[src/rtl/core/slf_pkg.sv]
// package: types, constants and helpers of the link force accumulator
`timescale 1ns / 1ps
package slf_pkg;

    localparam int SLF_NODES  = 1024;
    localparam int IDX_W      = 10;
    localparam int POS_W      = 32;
    localparam int RAD_W      = 31;
    localparam int WT_W       = 16;
    localparam int STR_W      = 24;
    localparam int FORCE_W    = 48;
    localparam int CFG_IDX_W  = 4;
    localparam int CFG_DATA_W = 24;

    localparam int DX_W    = POS_W + 1;
    localparam int ABSD_W  = POS_W;
    localparam int SQ_W    = 2 * ABSD_W + 2;
    localparam int ROOT_W  = SQ_W / 2;
    localparam int RSUM_W  = RAD_W + 1;
    localparam int DIFF_W  = ROOT_W + 2;
    localparam int ADIFF_W = DIFF_W - 1;
    localparam int LW_W    = STR_W + WT_W;
    localparam int FAC_W   = 32;
    localparam int PROD_W  = ABSD_W + FAC_W;
    localparam int HALF_W  = PROD_W / 2;
    localparam int PART_W  = HALF_W + ADIFF_W;
    localparam int NUM_W   = PROD_W + ADIFF_W;
    localparam int DEN_SH  = 17;
    localparam int DEN_W   = ROOT_W + DEN_SH;

    localparam logic [SQ_W-1:0]  MIN_SUM = SQ_W'(429496);
    localparam logic [WT_W-1:0]  C065    = WT_W'(42598);
    localparam logic [STR_W-1:0] STR_RST = STR_W'(65536);

    localparam logic [1:0] CMD_LOAD = 2'd0;
    localparam logic [1:0] CMD_LINK = 2'd1;
    localparam logic [1:0] CMD_READ = 2'd2;

    localparam logic [CFG_IDX_W-1:0] REG_STRENGTH = CFG_IDX_W'(0);
    localparam logic [CFG_IDX_W-1:0] REG_WEIGHT   = CFG_IDX_W'(1);

    typedef struct packed {
        logic [1:0]              command;
        logic [IDX_W-1:0]        node_index;
        logic [IDX_W-1:0]        other_index;
        logic signed [POS_W-1:0] pos_x;
        logic signed [POS_W-1:0] pos_y;
        logic [RAD_W-1:0]        node_radius;
        logic [WT_W-1:0]         link_weight;
    } slf_in_t;

    typedef struct packed {
        logic [IDX_W-1:0]          read_index;
        logic signed [FORCE_W-1:0] force_x;
        logic signed [FORCE_W-1:0] force_y;
    } slf_out_t;

    typedef struct packed {
        logic signed [POS_W-1:0] x;
        logic signed [POS_W-1:0] y;
        logic [RAD_W-1:0]        r;
    } slf_node_t;

    typedef struct packed {
        logic signed [FORCE_W-1:0] fx;
        logic signed [FORCE_W-1:0] fy;
    } slf_force_t;

    typedef enum logic [4:0] {
        ST_IDLE,
        ST_RD_OUT,
        ST_LA,
        ST_LB,
        ST_SQR,
        ST_SUM,
        ST_ROOT,
        ST_MUL1,
        ST_MUL2,
        ST_MUL3,
        ST_MUL4,
        ST_DIV,
        ST_FA,
        ST_FB,
        ST_WB
    } slf_state_t;

    // saturate a widened sum to the force width
    function automatic logic signed [FORCE_W-1:0] sat_force(
        input logic signed [FORCE_W:0] s
    );
        logic signed [FORCE_W-1:0] res;
        if (s[FORCE_W] != s[FORCE_W-1]) begin
            res = s[FORCE_W] ? {1'b1, {(FORCE_W-1){1'b0}}} : {1'b0, {(FORCE_W-1){1'b1}}};
        end else begin
            res = s[FORCE_W-1:0];
        end
        return res;
    endfunction

    // clamp the quotient magnitude and apply the sign
    function automatic logic signed [FORCE_W-1:0] comp_sat(
        input logic [FORCE_W-1:0] q,
        input logic               ovf,
        input logic               neg
    );
        logic [FORCE_W-1:0] lim;
        logic [FORCE_W-1:0] m;
        lim = neg ? {1'b1, {(FORCE_W-1){1'b0}}} : {1'b0, {(FORCE_W-1){1'b1}}};
        m   = (ovf || q > lim) ? lim : q;
        return neg ? -m : m;
    endfunction

endpackage

[src/rtl/core/slf_sqrt.sv]
// iterative integer square root, two radicand bits per cycle
`timescale 1ns / 1ps
module slf_sqrt (
    input  logic                      aclk,
    input  logic                      aresetn,
    input  logic                      start,
    input  logic [slf_pkg::SQ_W-1:0]  radicand,
    output logic [slf_pkg::ROOT_W-1:0] root,
    output logic                      done
);
    import slf_pkg::*;

    localparam int CNT_W = $clog2(ROOT_W + 1);

    logic              busy_reg, busy_next;
    logic              done_reg, done_next;
    logic [CNT_W-1:0]  cnt_reg, cnt_next;
    logic [SQ_W-1:0]   rad_reg;
    logic [ROOT_W:0]   rem_reg;
    logic [ROOT_W-1:0] root_reg;
    logic [ROOT_W+2:0] rem_sh;
    logic [ROOT_W+2:0] trial;
    logic              ge;

    assign rem_sh = {rem_reg, rad_reg[SQ_W-1 -: 2]};
    assign trial  = {1'b0, root_reg, 2'b01};
    assign ge     = rem_sh >= trial;

    always_comb begin
        busy_next = busy_reg;
        done_next = 1'b0;
        cnt_next  = cnt_reg;
        if (start) begin
            busy_next = 1'b1;
            cnt_next  = '0;
        end else if (busy_reg) begin
            cnt_next = cnt_reg + CNT_W'(1);
            if (cnt_reg == CNT_W'(ROOT_W - 1)) begin
                busy_next = 1'b0;
                done_next = 1'b1;
            end
        end
    end

    always_ff @(posedge aclk) begin
        if (!aresetn) begin
            busy_reg <= 1'b0;
            done_reg <= 1'b0;
            cnt_reg  <= '0;
        end else begin
            busy_reg <= busy_next;
            done_reg <= done_next;
            cnt_reg  <= cnt_next;
        end
    end

    always_ff @(posedge aclk) begin
        if (start) begin
            rad_reg  <= radicand;
            rem_reg  <= '0;
            root_reg <= '0;
        end else if (busy_reg) begin
            rad_reg  <= {rad_reg[SQ_W-3:0], 2'b00};
            rem_reg  <= ge ? (ROOT_W+1)'(rem_sh - trial) : rem_sh[ROOT_W:0];
            root_reg <= {root_reg[ROOT_W-2:0], ge};
        end
    end

    assign root = root_reg;
    assign done = done_reg;

endmodule

[config.mk]
export PLATFORM = sky130hd
export DESIGN_NAME = slf_sqrt
export DESIGN_NICKNAME = d
export VERILOG_FILES = /design/src/rtl/core/slf_pkg.sv /design/src/rtl/core/slf_sqrt.sv
export SDC_FILE = /design/constraint.sdc
export NUM_CORES = 1
export LEC_CHECK = 0
export BUFFER_PORTS_ARGS = -buffer_cell sky130_fd_sc_hd__buf_2
export CORE_MARGIN = 5
export CORE_UTILIZATION = 63
export DETAILED_ROUTE_END_ITERATION = 7
export PLACE_DENSITY = 0.86
export SETUP_SLACK_MARGIN = 0.4
export SLEW_MARGIN = 20
export SYNTH_ARGS = -nofsm -noshare
export SYNTH_HDL_FRONTEND = slang
export SYNTH_SLANG_ARGS = --single-unit
[constraint.sdc]
create_clock -name aclk -period 8.4 [get_ports aclk]
set_input_delay 0.42 -clock aclk [delete_from_list [all_inputs] [get_ports aclk]]
set_output_delay 0.42 -clock aclk [all_outputs]
set_load 0.005 [all_outputs]
==> metrics.cfg <==
[sta]
skew_ns=0.00902
timing.final.crit_share_pct=41.3
holdWs_ns=0.237
rsz0062_at_grt=false
slew_headroom_pct=46.7
finalHoldViolations=0
worst_pin_slew_ns=0.799
max_clock_freq_mhz=288
setup_ws_ns=4.93
timing.final.max_slew_violations=0
finalSetupViolations=0
fin_crit_ns=3.47
fin_tns_setup_ns=0

[synthesis]
yosysTopAreaCellShare_pct=26.1
synth_top_cell_by_area=edfxtp_1
ys_warn_count=0
seq_area_frac_synth_pct=45.8
synth_edf_count=66
synth_area_per_cell_um2=10.1
syn_inst=756
synth.net_count=862
ys_ff_latch=141
synth_top_cells_by_count=76 x nor2_1, 75 x dfxtp_1, 66 x edfxtp_1
async_flop_share_pct=0
yosysMostFrequentCell=nor2_1
netlist_area_um2=7600
synthTopCellsByArea=edfxtp_1 26%, dfxtp_1 20%, mux2_2 9.5%
yosys_most_used_dff=dfxtp_1
synth.distinct_cells=57

[routing]
wl_per_cell_um=17.7
dr.pass1.iters=5
drtIter0Drc=516
drc=0
num_vias=5913
final_antenna_net_count=0
via_per_inst=5.87
finalWirelength_um=17900

[cts]
hold_buffers=0
clockBufferDepth=2
cts_tree=done
cts.clk_slew.worst_paths_ns=0.06
htreeDepth=4
clock_sinks=141
cts.repair.resized=0
worstSkewPairLatency_ns=0.42
root_buffer=clkbuf_16
postCtsSetupBuffers=0
numCtsBuffers=17

[place]
io_buffer_count=102
hpwl_um=11400
gp_congestion=0.927
dp_cells=977
place_ws_ns=5.07

[floorplan]
die_width_um=120
rows=40
die_y_um=120
core-area_um2=11900
fp.dieArea_um2=14400
ioPinCount=103
initial_core_util_pct=63.8

[worst_setup_path]
worstPathMaxFanout=37
required_ns=8.71
worstSetupEndpointType=flop
slowest_stage=buf_4
slowest_delay_ns=0.47
crit_chain=inv_1 > ha_1 > o21a_1 > o21a_1 > a2bb2oi_1 > a211oi_1 > o211a_1 > o21ai_4 > buf_4 > o21ai_0 > a211oi_1
ff2ff_path_depth=11
path_class=flop to flop
regToRegSetupSlack_ns=4.93
crit_start=root[4]
worstReg2RegStart=root[4]
crit_path_start_kind=flop
rr_endpoint=rem_reg[3]
cp-endpoint=rem_reg[3]
crit_arrival_ns=3.78

[grt]
overflow=0
grt_max_degree=71
gr-usage-all-layers_pct=25.6
antenna_found_initial=1
grt_first_pass_wirelength_um=29400
grt_pass1_vias=6001

[final_layout]
syn2layout_area_growth_pct=16.1
fin_nets=955
drive_gt1_share_pct=24.3
fillerInstances=797
largest_register_ff_count=66
fin_cells=1008
multi_input_area_um2=3810
n_antenna_cell=0
layout.area.seq_um2=3480

[hold_path]
hold_class=input pin to flop
hold_depth=2
hold_start=aresetn

[power]
irDropWorstVdd_v=0.000266
cellPowerDensity_nw_per_um2=367
p_leak_nw=3.71

[job]
max_cap_violations=0

[outcome]
status=completed

-- critical path: cells and delay by family (launching register included) --
family	cells	cell delay (ns)
buffers and inverters	2	0.54
AOI/OAI and AO/OA	8	2.03
DFF	1	0.39
adders and majority gates	1	0.39
-- where the power goes --
group,leakage (nW),switching (W),internal (W),total [W]
Sequential,1.27,0.0000609,0.000815,0.000876
Clock,0.295,0.000295,0.000497,0.000792
Combinational,2.14,0.000909,0.000663,0.00157
-- worst min-delay path by stage --
stage | end | slack, ns
3_5_place_dp | rem_reg[30] | 0.47
4_1_cts | busy_reg | 0.23
2_1_floorplan | rem_reg[32] | 0.44
5_1_grt | busy_reg | 0.25
3_3_place_gp | rem_reg[33] | 0.45
6_report | busy_reg | 0.24
-- metal layers --
metal  vias up  track usage, %  share of wire (%)  routed length (um)
li1       2908               -                  -                   -
met1      2744            30.4                 41                7410
met2       219            43.6                 48                8650
met3        40            8.44                7.9                1420
met4         2            9.02                2.2                 392
met5         -               0              0.045                   8
-- final cells by class --
class / count / area share (%)
multi-input cells: 535 / 43.2
flip-flops and latches: 141 / 39.5
repair buffers: 107 / 6.24
clock buffers: 18 / 4.86
clock inverters: 13 / 2.17
well taps: 147 / 2.08
inverters: 47 / 2.00
-- placed cells by master (no fill, tap or decap), types with 5 or more instances in the layout --
cell type / n
a31oi_1: 5
a21oi_1: 48
a21o_1: 17
xnor2_1: 17
buf_2: 101
nor3_1: 6
inv_1: 46
a211oi_1: 19
nand2_1: 57
nor2_1: 76
buf_4: 6
mux2_2: 64
nand4_1: 8
dfxtp_1: 74
ha_1: 37
o21a_1: 6
o21ai_0: 58
clkbuf_16: 17
xor2_1: 17
mux2i_1: 45
edfxtp_1: 66
-- metrics by stage --
step,cell area [um2],power (W),util [%]
floorplan,7600,0.00211,-
CTS,8830,0.00323,74.1
global route,8830,0.00346,74.1
global placement,8210,0.00237,68.9
finish,8830,0.00324,74.1
detailed placement,8210,0.00240,68.9
-- cells by family (layout without fill, tap and decap cells) --
| kind of cell | after synthesis | after routing | synth area share [%] |
|---|---|---|---|
| adders and majority gates | 37 | 37 | 6.09 |
| xor gates and xnor gates | 34 | 34 | 3.92 |
| AOI/OAI and AO/OA | 179 | 179 | 14.4 |
| and+or+nand+nor | 176 | 176 | 10.2 |
| buffers and inverters | 80 | 185 | 4.18 |
| DFF | 141 | 141 | 45.8 |
| muxes | 109 | 109 | 15.4 |
Power figures use the tool's default switching activity.
