===== src/rtl/core/slf_pkg.sv =====
// package: types, constants and helpers of the link force accumulator
`timescale 1ns / 1ps
package slf_pkg;

    localparam int SLF_NODES  = 1024;
    localparam int IDX_W      = 10;
    localparam int POS_W      = 32;
    localparam int RAD_W      = 31;
    localparam int WT_W       = 16;
    localparam int STR_W      = 24;
    localparam int FORCE_W    = 48;
    localparam int CFG_IDX_W  = 4;
    localparam int CFG_DATA_W = 24;

    localparam int DX_W    = POS_W + 1;
    localparam int ABSD_W  = POS_W;
    localparam int SQ_W    = 2 * ABSD_W + 2;
    localparam int ROOT_W  = SQ_W / 2;
    localparam int RSUM_W  = RAD_W + 1;
    localparam int DIFF_W  = ROOT_W + 2;
    localparam int ADIFF_W = DIFF_W - 1;
    localparam int LW_W    = STR_W + WT_W;
    localparam int FAC_W   = 32;
    localparam int PROD_W  = ABSD_W + FAC_W;
    localparam int HALF_W  = PROD_W / 2;
    localparam int PART_W  = HALF_W + ADIFF_W;
    localparam int NUM_W   = PROD_W + ADIFF_W;
    localparam int DEN_SH  = 17;
    localparam int DEN_W   = ROOT_W + DEN_SH;

    localparam logic [SQ_W-1:0]  MIN_SUM = SQ_W'(429496);
    localparam logic [WT_W-1:0]  C065    = WT_W'(42598);
    localparam logic [STR_W-1:0] STR_RST = STR_W'(65536);

    localparam logic [1:0] CMD_LOAD = 2'd0;
    localparam logic [1:0] CMD_LINK = 2'd1;
    localparam logic [1:0] CMD_READ = 2'd2;

    localparam logic [CFG_IDX_W-1:0] REG_STRENGTH = CFG_IDX_W'(0);
    localparam logic [CFG_IDX_W-1:0] REG_WEIGHT   = CFG_IDX_W'(1);

    typedef struct packed {
        logic [1:0]              command;
        logic [IDX_W-1:0]        node_index;
        logic [IDX_W-1:0]        other_index;
        logic signed [POS_W-1:0] pos_x;
        logic signed [POS_W-1:0] pos_y;
        logic [RAD_W-1:0]        node_radius;
        logic [WT_W-1:0]         link_weight;
    } slf_in_t;

    typedef struct packed {
        logic [IDX_W-1:0]          read_index;
        logic signed [FORCE_W-1:0] force_x;
        logic signed [FORCE_W-1:0] force_y;
    } slf_out_t;

    typedef struct packed {
        logic signed [POS_W-1:0] x;
        logic signed [POS_W-1:0] y;
        logic [RAD_W-1:0]        r;
    } slf_node_t;

    typedef struct packed {
        logic signed [FORCE_W-1:0] fx;
        logic signed [FORCE_W-1:0] fy;
    } slf_force_t;

    typedef enum logic [4:0] {
        ST_IDLE,
        ST_RD_OUT,
        ST_LA,
        ST_LB,
        ST_SQR,
        ST_SUM,
        ST_ROOT,
        ST_MUL1,
        ST_MUL2,
        ST_MUL3,
        ST_MUL4,
        ST_DIV,
        ST_FA,
        ST_FB,
        ST_WB
    } slf_state_t;

    // saturate a widened sum to the force width
    function automatic logic signed [FORCE_W-1:0] sat_force(
        input logic signed [FORCE_W:0] s
    );
        logic signed [FORCE_W-1:0] res;
        if (s[FORCE_W] != s[FORCE_W-1]) begin
            res = s[FORCE_W] ? {1'b1, {(FORCE_W-1){1'b0}}} : {1'b0, {(FORCE_W-1){1'b1}}};
        end else begin
            res = s[FORCE_W-1:0];
        end
        return res;
    endfunction

    // clamp the quotient magnitude and apply the sign
    function automatic logic signed [FORCE_W-1:0] comp_sat(
        input logic [FORCE_W-1:0] q,
        input logic               ovf,
        input logic               neg
    );
        logic [FORCE_W-1:0] lim;
        logic [FORCE_W-1:0] m;
        lim = neg ? {1'b1, {(FORCE_W-1){1'b0}}} : {1'b0, {(FORCE_W-1){1'b1}}};
        m   = (ovf || q > lim) ? lim : q;
        return neg ? -m : m;
    endfunction

endpackage


===== src/rtl/core/slf_div.sv =====
// restoring divider, one quotient bit per cycle, with a quotient overflow flag
`timescale 1ns / 1ps
module slf_div (
    input  logic                         aclk,
    input  logic                         aresetn,
    input  logic                         start,
    input  logic [slf_pkg::NUM_W-1:0]    numer,
    input  logic [slf_pkg::DEN_W-1:0]    denom,
    output logic [slf_pkg::FORCE_W-1:0]  quot,
    output logic                         ovf,
    output logic                         done
);
    import slf_pkg::*;

    localparam int CNT_W = $clog2(NUM_W + 1);

    logic               busy_reg, busy_next;
    logic               done_reg, done_next;
    logic [CNT_W-1:0]   cnt_reg, cnt_next;
    logic [NUM_W-1:0]   num_reg;
    logic [DEN_W-1:0]   den_reg;
    logic [DEN_W-1:0]   rem_reg;
    logic [FORCE_W-1:0] q_reg;
    logic               ovf_reg;
    logic [DEN_W:0]     rem_sh;
    logic               ge;

    assign rem_sh = {rem_reg, num_reg[NUM_W-1]};
    assign ge     = rem_sh >= {1'b0, den_reg};

    always_comb begin
        busy_next = busy_reg;
        done_next = 1'b0;
        cnt_next  = cnt_reg;
        if (start) begin
            busy_next = 1'b1;
            cnt_next  = '0;
        end else if (busy_reg) begin
            cnt_next = cnt_reg + CNT_W'(1);
            if (cnt_reg == CNT_W'(NUM_W - 1)) begin
                busy_next = 1'b0;
                done_next = 1'b1;
            end
        end
    end

    always_ff @(posedge aclk) begin
        if (!aresetn) begin
            busy_reg <= 1'b0;
            done_reg <= 1'b0;
            cnt_reg  <= '0;
        end else begin
            busy_reg <= busy_next;
            done_reg <= done_next;
            cnt_reg  <= cnt_next;
        end
    end

    always_ff @(posedge aclk) begin
        if (start) begin
            num_reg <= numer;
            den_reg <= denom;
            rem_reg <= '0;
            q_reg   <= '0;
            ovf_reg <= 1'b0;
        end else if (busy_reg) begin
            num_reg <= {num_reg[NUM_W-2:0], 1'b0};
            rem_reg <= ge ? DEN_W'(rem_sh - {1'b0, den_reg}) : rem_sh[DEN_W-1:0];
            q_reg   <= {q_reg[FORCE_W-2:0], ge};
            ovf_reg <= ovf_reg | q_reg[FORCE_W-1];
        end
    end

    assign quot = q_reg;
    assign ovf  = ovf_reg;
    assign done = done_reg;

endmodule


===== config.mk =====
export PLATFORM = sky130hd
export DESIGN_NAME = slf_div
export DESIGN_NICKNAME = d
export VERILOG_FILES = /design/src/rtl/core/slf_pkg.sv /design/src/rtl/core/slf_div.sv
export SDC_FILE = /design/constraint.sdc
export NUM_CORES = 1
export LEC_CHECK = 0
export ABC_AREA = 1
export BUFFER_PORTS_ARGS = -buffer_cell sky130_fd_sc_hd__buf_2
export CAP_MARGIN = 40
export CORE_MARGIN = 2
export CORE_UTILIZATION = 45
export DETAILED_ROUTE_END_ITERATION = 8
export PLACE_DENSITY = 0.7
export SLEW_MARGIN = 25
export SYNTH_ARGS = -nofsm -noshare
export SYNTH_HDL_FRONTEND = slang
export SYNTH_SLANG_ARGS = --single-unit

===== constraint.sdc =====
create_clock -name aclk -period 6.3 [get_ports aclk]
set_clock_uncertainty 0.15 [all_clocks]
set_input_delay 0.63 -clock aclk [delete_from_list [all_inputs] [get_ports aclk]]
set_output_delay 0.63 -clock aclk [all_outputs]
set_load 0.01 [all_outputs]

==> key figures, run 1 <==
Pwr
  • Pint: about 3.3 mW
  • Power share of the combinational group: 0.083
  • Portion of total power attributed to sequential cells: 0.448
  • Leakage: 8.43 nW
  • Ratio of total power to cell area: 256 nW/µm²
  • Max rail drop VDD: between 0.0002 and 0.00025 V
  • Net switching power figure: about 1.0 mW
  • Clock share of power: 0.469
  • Switching power as a share of total power: 0.234

Die
  • Die Area: roughly 33000 µm²
  • Number of primary I/O pins: 201
  • Width of the die: 181 µm
  • Core Region: ~30000 µm²
  • Number of rows in the core area: 64
  • Starting density of the core: 0.459
  • Die outline height: 181 µm

Logic synthesis
  • Fraction of registers with async set or reset after synthesis: 0
  • Number of library cell types mapped by synthesis: 43
  • Sequential cell area fraction in the yosys report: 0.466
  • Mean Syn Cell Area: 7.53 µm²
  • Number of enable-type register cells in the synthesized netlist: between 100 and 150
  • Total of warnings raised by yosys: 0
  • Top_reg_cell synth: edfxtp_1
  • Cell type contributing the most total cell area after synthesis: edfxtp_1
  • Top post-synthesis cells by area: edfxtp_1 (31%), nand2_1 (20%), dfxtp_1 (15%)
  • Cell count after synthesis: 1881
  • Register bit count reported by yosys: 256
  • Cell area after technology mapping: between 10000 and 15000 µm²
  • Proportion of netlist area held by the largest area contributor: 0.314
  • Net count after synthesis: ~2100

Place
  • GP Congestion: 0.969
  • Placed instance count: ~2400
  • Detailed placer's ending HPWL: 27900 µm
  • Buffers on Ports: 200

Clocking
  • Post-CTS clock slew at the launch and capture registers of the worst setup and hold paths: about 0.070 ns
  • Hold bufs inserted after CTS: 0
  • Count of instances resized after the clock tree is built: 0
  • Number of buffers on the longest clock path: 3
  • Deepest level of the CTS H-tree: 1
  • Worst-skew pair later-pin latency: roughly 0.58 ns
  • Post-CTS Repair Setup Buffers: 0
  • Number of buffers inserted during clock tree synthesis: 29
  • CTS sink cnt: 256
  • CTS tree: done
  • Clock Root Buffer: clkbuf_16

Final layout
  • Final non-filler cell total: 2489
  • Max FFs per register: 98
  • Layout cell share with drive strength beyond 1: 0.154
  • Layout net count: 2272
  • Util after Layout: 0.542
  • Most frequent cells in the layout: nand2_1 (748), inv_1 (286), buf_2 (199)
  • Area added between synthesis and finish: 17.9%
  • Most common library cell in the layout ignoring fill and taps: nand2_1

Routing
  • Vias per inst: 4.97
  • Length of the first detailed-routing pass in iterations: 6
  • Post-detailed-route DRC marker count: 0
  • DRC marker count from the first detailed-route iteration: ~860
  • Via Count: 12400
  • Average wire per standard cell: 15.2 µm
  • Final antenna-violating net count: 0
  • Final WL: 37800 µm

Critical path
  • Launching element of the worst setup path: den_reg[25]$_DFFE_PP_
  • Minimum setup slack among reg-to-reg paths: 2.84 ns
  • Signal arrival time at the worst endpoint: 3.77 ns
  • Endpoint required time on the critical path: 6.62 ns
  • RR Startpoint: den_reg[25]$_DFFE_PP_
  • Category of the most critical setup path: flop to flop
  • RR Endpoint: quot[0]$_SDFFE_PP0P_
  • Crit. End Element: flop
  • Endpoint of the most critical setup path: quot[0]$_SDFFE_PP0P_
  • Worst-path fanout max: 37
  • Launching element type of the critical path: flop
  • Cells on worst reg2reg path: 15

STA
  • Sum of negative setup slack: 0 ns
  • RSZ-0062 raised after global routing: no
  • Setup-failing EPs final: 0
  • Rel. slew slack: 0.425
  • Slew @ Worst Pin: 0.860 ns
  • Clock period minus final worst setup slack: 3.46 ns
  • Hold Vio Cnt, Final: 0
  • Peak Freq: slightly below 300 MHz
  • Ratio of final minimum period to clock period: 0.549
  • Number of max-slew violations in the final report: 0

GRT
  • Global-route wire length before repair: between 60000 and 70000 µm
  • Initial antenna violation count: 6
  • Via count of the first global-routing pass: ~12000
  • Pin count of the biggest net entering global routing: 91
  • Global-route total usage across every layer: 0.226
  • GRT overflow: 0

Min path
  • Hold-critical path depth: 1
  • Min-delay worst type: primary input to flop

Flow run
  • Max-cap violation count: 0

Outcome
  • Result of the run: completed
[Yosys cell counts (11+ instances only)]
library cell  count
nand2_1         748
inv_1           288
edfxtp_1        148
dfxtp_1         108
nor2_1           87
nand3_1          67
a21oi_1          66
ha_1             52
o22ai_1          45
nand4_1          35
clkbuf_1         31
o21ai_0          17
xnor2_1          16
o21ai_1          15
buf_2            14
inv_2            14
nand3_2          12
nor3_1           12
xor2_1           11
[cell type report]
type	count	area (µm²)
inverter	305	1150
fill	3009	14100
antenna	2	5.00
clock inverter	23	399
multi-input combinational	1265	6180
tap	396	495
clock buffer	31	733
timing repair buffer	211	1130
sequential	256	6610
[critical path, stage by stage (launching register included)]
cell      delay, ns
edfxtp_1       0.32
inv_1          0.04
ha_1           0.34
nand2_1        0.14
inv_1          0.05
a21oi_1        0.22
nand2_1        0.14
nand2_1        0.10
a21oi_2        0.08
nor2_4         0.58
nand2_2        0.44
buf_12         0.30
inv_2          0.18
nand2_1        0.07
o211ai_1       0.09
inv_1          0.06
[worst min path at each step]
| stage | start | end | slack (ns) |
|---|---|---|---|
| floorplan | rem_reg[12]$_SDFFE_PP0P_ | rem_reg[12]$_SDFFE_PP0P_ | 0.30 |
| global placement | ovf$_SDFFE_PP0P_ | ovf$_SDFFE_PP0P_ | 0.30 |
| detailed placement | ovf$_SDFFE_PP0P_ | ovf$_SDFFE_PP0P_ | 0.31 |
| CTS | denom[43] | den_reg[43]$_DFFE_PP_ | 0.05 |
| global route | denom[5] | den_reg[5]$_DFFE_PP_ | 0.06 |
| finish | denom[43] | den_reg[43]$_DFFE_PP_ | 0.07 |
[logic make-up (layout without fill, tap and decap cells)]
kind of cell	after synthesis	after routing	synth area share
AND/OR/NAND/NOR	1004	1004	0.296
AO/OA/AOI/OAI	181	181	0.0760
other	0	2	0
flip-flops	256	256	0.466
buffers and inverters	360	570	0.0977
XOR/XNOR	27	27	0.0167
adder cells (fa/ha/maj)	53	53	0.0473
[routing by layer]
metal,global-route usage,share of wire
met5,0,0.0013
met4,0.0595,0.027
met3,0.0477,0.073
met2,0.377,0.46
met1,0.300,0.44
[power by group through the flow]
stage | Clock [mW] | Combinational, mW | Sequential, mW
floorplan | 0 | 0.230 | 1.94
detailed placement | 0 | 0.353 | 1.95
CTS | 2.04 | 0.356 | 1.91
global placement | 0 | 0.348 | 1.94
finish | 2.00 | 0.355 | 1.91
global route | 2.09 | 0.404 | 1.92
[per-stage QoR]
| step | cell area, µm² | total power [mW] | worst slack, ns | hold slack [ns] |
|---|---|---|---|---|
| final | 16700 | 4.27 | 2.84 | 0.0724 |
| after global routing | 16700 | 4.42 | 2.60 | 0.0610 |
| after CTS | 16700 | 4.31 | 2.85 | 0.0466 |
| after detailed placement | 15500 | 2.30 | 2.85 | 0.311 |
| after global placement | 15500 | 2.29 | 2.58 | 0.300 |
| after floorplan | 14200 | 2.17 | 1.78 | 0.295 |
Power figures use the tool's default switching activity.
==> run 2, diff against run 1 <==
==> constraint.sdc (replaced) <==
create_clock -name aclk -period 3.3 [get_ports aclk]
set_clock_uncertainty 0.15 [all_clocks]
set_input_delay 0.33 -clock aclk [delete_from_list [all_inputs] [get_ports aclk]]
set_output_delay 0.33 -clock aclk [all_outputs]
set_load 0.01 [all_outputs]
==> run 2 against run 1 <==
Non-clock buffer count rose by 156. Worst setup slack got worse by 2.5 ns. Die area stayed put. Via count up 5.8%. Register-to-register slack got worse by 2.5 ns. Clock power rose by 55%. Largest cell class unchanged.
==> key figures, run 2 (same netlist as run 1, synthesis figures left out) <==
Clocking
  • Count of instances resized after the clock tree is built: 0
  • Deepest level of the CTS H-tree: 1
  • Clock Root Buffer: clkbuf_16
  • Post-CTS clock slew at the launch and capture registers of the worst setup and hold paths: 0.06 ns
  • Number of buffers on the longest clock path: 3
  • CTS tree: done
  • Number of buffers inserted during clock tree synthesis: 28
  • Worst-skew pair later-pin latency: 0.58 ns
  • CTS sink cnt: 256

Pwr
  • Ratio of total power to cell area: 421 nW/µm²
  • Leakage: 9.00 nW
  • Portion of total power attributed to sequential cells: 0.480
  • Net switching power figure: 1.84 mW
  • Power share of the combinational group: 0.112
  • Max rail drop VDD: 0.000466 V
  • PnR Total Power: 7.60 mW
  • Switching power as a share of total power: 0.242
  • Clock share of power: 0.408
  • Pint: roughly 5.8 mW

Place
  • Detailed placer's ending HPWL: 28200 µm
  • Buffers on Ports: 200
  • Area after DPL: 15700 µm²
  • GP Congestion: 0.966
  • Pre-CTS WS: 0.498 ns
  • Placed instance count: between 2000 and 2500

GRT
  • GRT overflow: 0
  • Global-route wire length before repair: approximately 65000 µm
  • Via count of the first global-routing pass: 12900
  • Global-route total usage across every layer: 0.245
  • Pin count of the biggest net entering global routing: 123
  • Initial antenna violation count: 4

Critical path
  • Stages on worst setup path: 16
  • Launching element type of the critical path: flop
  • Slowest cell on the critical path: ha_1
  • Cells on worst reg2reg path: 16
  • Worst-path fanout max: 25
  • Top Family by Delay on Critical Path: buffers and inverters
  • Category of the most critical setup path: flop to flop
  • Crit. End Element: flop
  • Buf+Inv Stages, Crit Path: 6
  • Endpoint required time on the critical path: roughly 3.6 ns
  • Cells along the critical path: inv_1, ha_1, nand2_1, inv_2, nand2_2, inv_1, a21oi_1, nand3_2, nand3_4, buf_4, a21oi_4, buf_4, nand2_1, nand3_1, nand2_1, inv_1
  • Signal arrival time at the worst endpoint: 3.22 ns
  • Largest incremental delay on the critical path: 0.38 ns

Die
  • Number of rows in the core area: 64
  • Starting density of the core: 0.459
  • Core Region: slightly above 30000 µm²
  • Width of the die: 181 µm
  • Die Area: around 33000 µm²
  • Die outline height: 181 µm
  • Number of primary I/O pins: 201

Final layout
  • Util after Layout: 0.586
  • Max FFs per register: 98
  • Layout cell share with drive strength beyond 1: 0.142
  • Most common library cell in the layout ignoring fill and taps: nand2_1
  • Layout net count: 2427
  • Final non-filler cell total: 2644
  • Final instance area: between 15000 and 20000 µm²
  • Area added between synthesis and finish: 27.5%
  • Most frequent cells in the layout: nand2_1 (748), inv_1 (286), buf_2 (199)

Routing
  • Average wire per standard cell: between 15 and 20 µm
  • Post-detailed-route DRC marker count: 0
  • Via Count: 13100
  • DRC marker count from the first detailed-route iteration: approximately 850
  • Final antenna-violating net count: 0
  • Vias per inst: 4.95
  • Length of the first detailed-routing pass in iterations: 5
  • Final WL: 41100 µm

STA
  • Post-layout worst setup margin: 0.377 ns
  • Clock period minus final worst setup slack: 2.92 ns
  • Hold Vio Cnt, Final: 0
  • Setup-failing EPs final: 0
  • Rel. slew slack: 0.586
  • Ratio of final minimum period to clock period: 0.886
  • Sum of negative setup slack: 0 ns
  • Slew @ Worst Pin: 0.621 ns
  • Final worst hold slack: 0.0383 ns
  • Peak Freq: ~340 MHz
  • Number of max-slew violations in the final report: 0
  • RSZ-0062 raised after global routing: no

Outcome
  • Result of the run: completed

Min path
  • Min-delay worst type: primary input to flop
  • Hold-critical path depth: 3

Flow run
  • Max-cap violation count: 0
==> run 2: final cells by class <==
| cell class | count | area [µm²] |
|---|---|---|
| fillers | 2738 | 12800 |
| flip-flops and latches | 256 | 6610 |
| multi-input cells | 1265 | 6180 |
| repair buffers | 367 | 2720 |
| inverters | 305 | 1150 |
| clock buffers | 50 | 848 |
| well taps | 396 | 495 |
| clock inverters | 2 | 60.1 |
| diodes | 3 | 7.51 |
==> run 2: final timing paths <==
path                         endpoint  slack [ns]                      from
max          rem_reg[20]$_SDFFE_PP0P_        0.38     den_reg[16]$_DFFE_PP_
max reg2reg  rem_reg[20]$_SDFFE_PP0P_        0.38     den_reg[16]$_DFFE_PP_
min reg2reg  rem_reg[13]$_SDFFE_PP0P_        0.32  rem_reg[13]$_SDFFE_PP0P_
min             num_reg[97]$_DFFE_PP_        0.04                 numer[97]
==> run 2: power by group through the flow <==
stage	logic (mW)	registers, mW	clock network, mW
final	0.851	3.65	3.10
after global routing	0.946	3.67	3.29
after CTS	0.836	3.65	3.17
after detailed placement	0.696	3.72	0
after global placement	0.686	3.71	0
after floorplan	0.440	3.70	0
==> run 2: routing by layer <==
metal,GRT usage,vias to the layer above,wire (µm)
met5,0,-,11
met4,0.0784,2,1300
met3,0.0435,78,2580
met2,0.416,412,19300
met1,0.319,5927,17900
li1,-,6672,-
==> run 2: repair_timing <==
action | 4_1_cts | 5_1_grt
hold buffers | 149 | 0
buffers inserted | 0 | 0
hold endpoints to repair | 154 | 0
==> run 2: worst register-to-register path, cell delays in order, from the launching register on <==
cell,delay [ns]
edfxtp_1,0.32
inv_1,0.05
ha_1,0.38
nand2_1,0.14
inv_2,0.05
nand2_2,0.09
inv_1,0.06
a21oi_1,0.29
nand3_2,0.23
nand3_4,0.12
buf_4,0.37
a21oi_4,0.10
buf_4,0.21
nand2_1,0.08
nand3_1,0.06
nand2_1,0.06
inv_1,0.05
==> run 3, diff against run 2 <==
--- a/config.mk
+++ b/config.mk
@@ -12,6 +12,7 @@
 export CORE_UTILIZATION = 45
 export DETAILED_ROUTE_END_ITERATION = 8
 export PLACE_DENSITY = 0.7
+export REMOVE_ABC_BUFFERS = 1
 export SLEW_MARGIN = 25
 export SYNTH_ARGS = -nofsm -noshare
 export SYNTH_HDL_FRONTEND = slang
==> run 3 against run 2 <==
Combinational power fell by 0.5%. Worst setup slack worse by 0.18 ns. Worst hold slack better by 0.27 ns. Die area did not move. Non-clock buffer count increased by 4. Flip-flop and latch count is the same.
==> key figures, run 3 (same netlist as run 1, synthesis figures left out) <==
GRT
  • Global-route total usage across every layer: 0.251
  • Met3 track demand over resource in global routing: 0.0439
  • Global-route met2 utilization: 0.429
  • Routing usage on met1: 0.318
  • Global-route wire length before repair: 66700 µm
  • Pin count of the biggest net entering global routing: between 150 and 200
  • Initial antenna violation count: 1
  • Via count of the first global-routing pass: between 10000 and 15000
  • GRT overflow: 0
  • Most crowded layer after global routing: met2

Die
  • Die Area: 32900 µm²
  • Die outline height: 181 µm
  • Number of primary I/O pins: 201
  • Number of rows in the core area: between 60 and 70
  • Starting density of the core: 0.459
  • Core Region: roughly 30000 µm²
  • Width of the die: 181 µm

Critical path
  • Signal arrival time at the worst endpoint: 3.40 ns
  • Top Family by Delay on Critical Path: simple AND/OR/NAND/NOR gates
  • Category of the most critical setup path: flop to flop
  • Worst-path fanout max: 20
  • Launching element type of the critical path: flop
  • Endpoint required time on the critical path: 3.59 ns
  • Crit. End Element: flop
  • Cells along the critical path: inv_1, ha_1, nand2_1, inv_2, nand2_2, nor2_4, nand4_1, nand3_2, nand3_4, nand2_2, buf_4, nand2_1, o21ai_1, nand2_1
  • Largest incremental delay on the critical path: 0.50 ns
  • Minimum setup slack among reg-to-reg paths: 0.19 ns
  • Buf+Inv Stages, Crit Path: 3
  • Cell repeated most along the worst path: nand2_1
  • Slowest cell on the critical path: nand2_2

Clocking
  • Number of buffers inserted during clock tree synthesis: 28
  • CTS sink cnt: 256
  • Worst-skew pair later-pin latency: 0.59 ns
  • CTS tree: done
  • Clock Root Buffer: clkbuf_16
  • Deepest level of the CTS H-tree: 1
  • Post-CTS clock slew at the launch and capture registers of the worst setup and hold paths: 0.06 ns
  • Number of buffers on the longest clock path: 3

STA
  • Sum of negative setup slack: 0 ns
  • Ratio of final minimum period to clock period: 0.942
  • Rel. slew slack: 0.510
  • Peak Freq: 322 MHz
  • Slew @ Worst Pin: ~0.73 ns
  • Final worst hold slack: between 0.3 and 0.4 ns
  • Hold Vio Cnt, Final: 0
  • Clock period minus final worst setup slack: 3.11 ns
  • Setup-failing EPs final: 0
  • RSZ-0062 raised after global routing: no
  • Post-layout worst setup margin: 0.193 ns
  • Number of max-slew violations in the final report: 0

Pwr
  • PnR Total Power: 7.73 mW
  • Max rail drop VDD: 0.000426 V
  • Ratio of total power to cell area: 426 nW/µm²
  • Leakage: 9.05 nW

Outcome
  • Result of the run: completed

Min path
  • Min-delay worst type: primary input to flop

Routing
  • Final WL: 41800 µm
  • Vias per inst: 5.02
  • Length of the first detailed-routing pass in iterations: 7
  • Via Count: 13300
  • DRC marker count from the first detailed-route iteration: 1055
  • Post-detailed-route DRC marker count: 0
  • Final antenna-violating net count: 0
  • Average wire per standard cell: between 15 and 20 µm

Place
  • Detailed placer's ending HPWL: 28500 µm
  • Pre-CTS WS: 0.169 ns
  • GP Congestion: 0.976
  • Placed instance count: 2440
  • Buffers on Ports: 200
  • Area after DPL: roughly 16000 µm²

Final layout
  • Max FFs per register: a little under 100
  • Layout cell share with drive strength beyond 1: 0.148
  • Layout net count: 2431
  • Final instance area: 18100 µm²
  • Total of fill cells in the finished design: 2770
  • Most common library cell in the layout ignoring fill and taps: nand2_1
  • Util after Layout: 0.589
  • Final non-filler cell total: 2647
  • Area added between synthesis and finish: 28.1%
  • Most frequent cells in the layout: nand2_1 (748), inv_1 (286), buf_2 (199)

Flow run
  • Max-cap violation count: 0
[run 3: worst register-to-register path: cells and delay by family, from the launching register on]
| family | cells | cell delay, ns |
|---|---|---|
| simple gates | 9 | 1.60 |
| buf+inv | 3 | 0.41 |
| fa+ha+maj | 1 | 0.34 |
| flops | 1 | 0.33 |
| compound gates | 1 | 0.13 |
[run 3: final timing paths]
| kind | from | endpoint | cells past startpoint |
|---|---|---|---|
| worst max-delay path | den_reg[16]$_DFFE_PP_ | rem_reg[37]$_SDFFE_PP0P_ | 14 |
| worst min-delay path | denom[11] | den_reg[11]$_DFFE_PP_ | 2 |
| worst max register to register | den_reg[16]$_DFFE_PP_ | rem_reg[37]$_SDFFE_PP0P_ | 14 |
| worst min register to register | ovf$_SDFFE_PP0P_ | ovf$_SDFFE_PP0P_ | 2 |
[run 3: layout make-up]
type	count	area [µm²]	area share
clock buffers	35	811	0.0447
well taps	396	495	0.0273
flip-flops and latches	256	6610	0.364
clock inverters	17	153	0.00841
multi-input cells	1265	6180	0.340
repair buffers	371	2750	0.152
diodes	2	5.00	0.000276
inverters	305	1150	0.0633
[run 3: report_power, final]
group	internal [mW]	total [mW]	leakage (nW)	switching, mW
registers	3.59	3.65	2.37	0.0547
logic	0.355	0.847	6.21	0.492
clock network	1.84	3.23	0.477	1.39
[run 3: routing by layer]
| metal | wire length (µm) | up-vias |
|---|---|---|
| met5 | 0 | - |
| met4 | 1570 | 0 |
| met3 | 2850 | 93 |
| met2 | 19500 | 480 |
| met1 | 17900 | 6062 |
| li1 | - | 6661 |
[run 3: timing repair]
item / 4_1_cts / 5_1_grt
hold buffers: 150 / 0
setup endpoints to repair: 0 / 1
gates resized for setup: 0 / 0
endpoints found under the hold margin: 160 / 0
setup buffers: 0 / 2
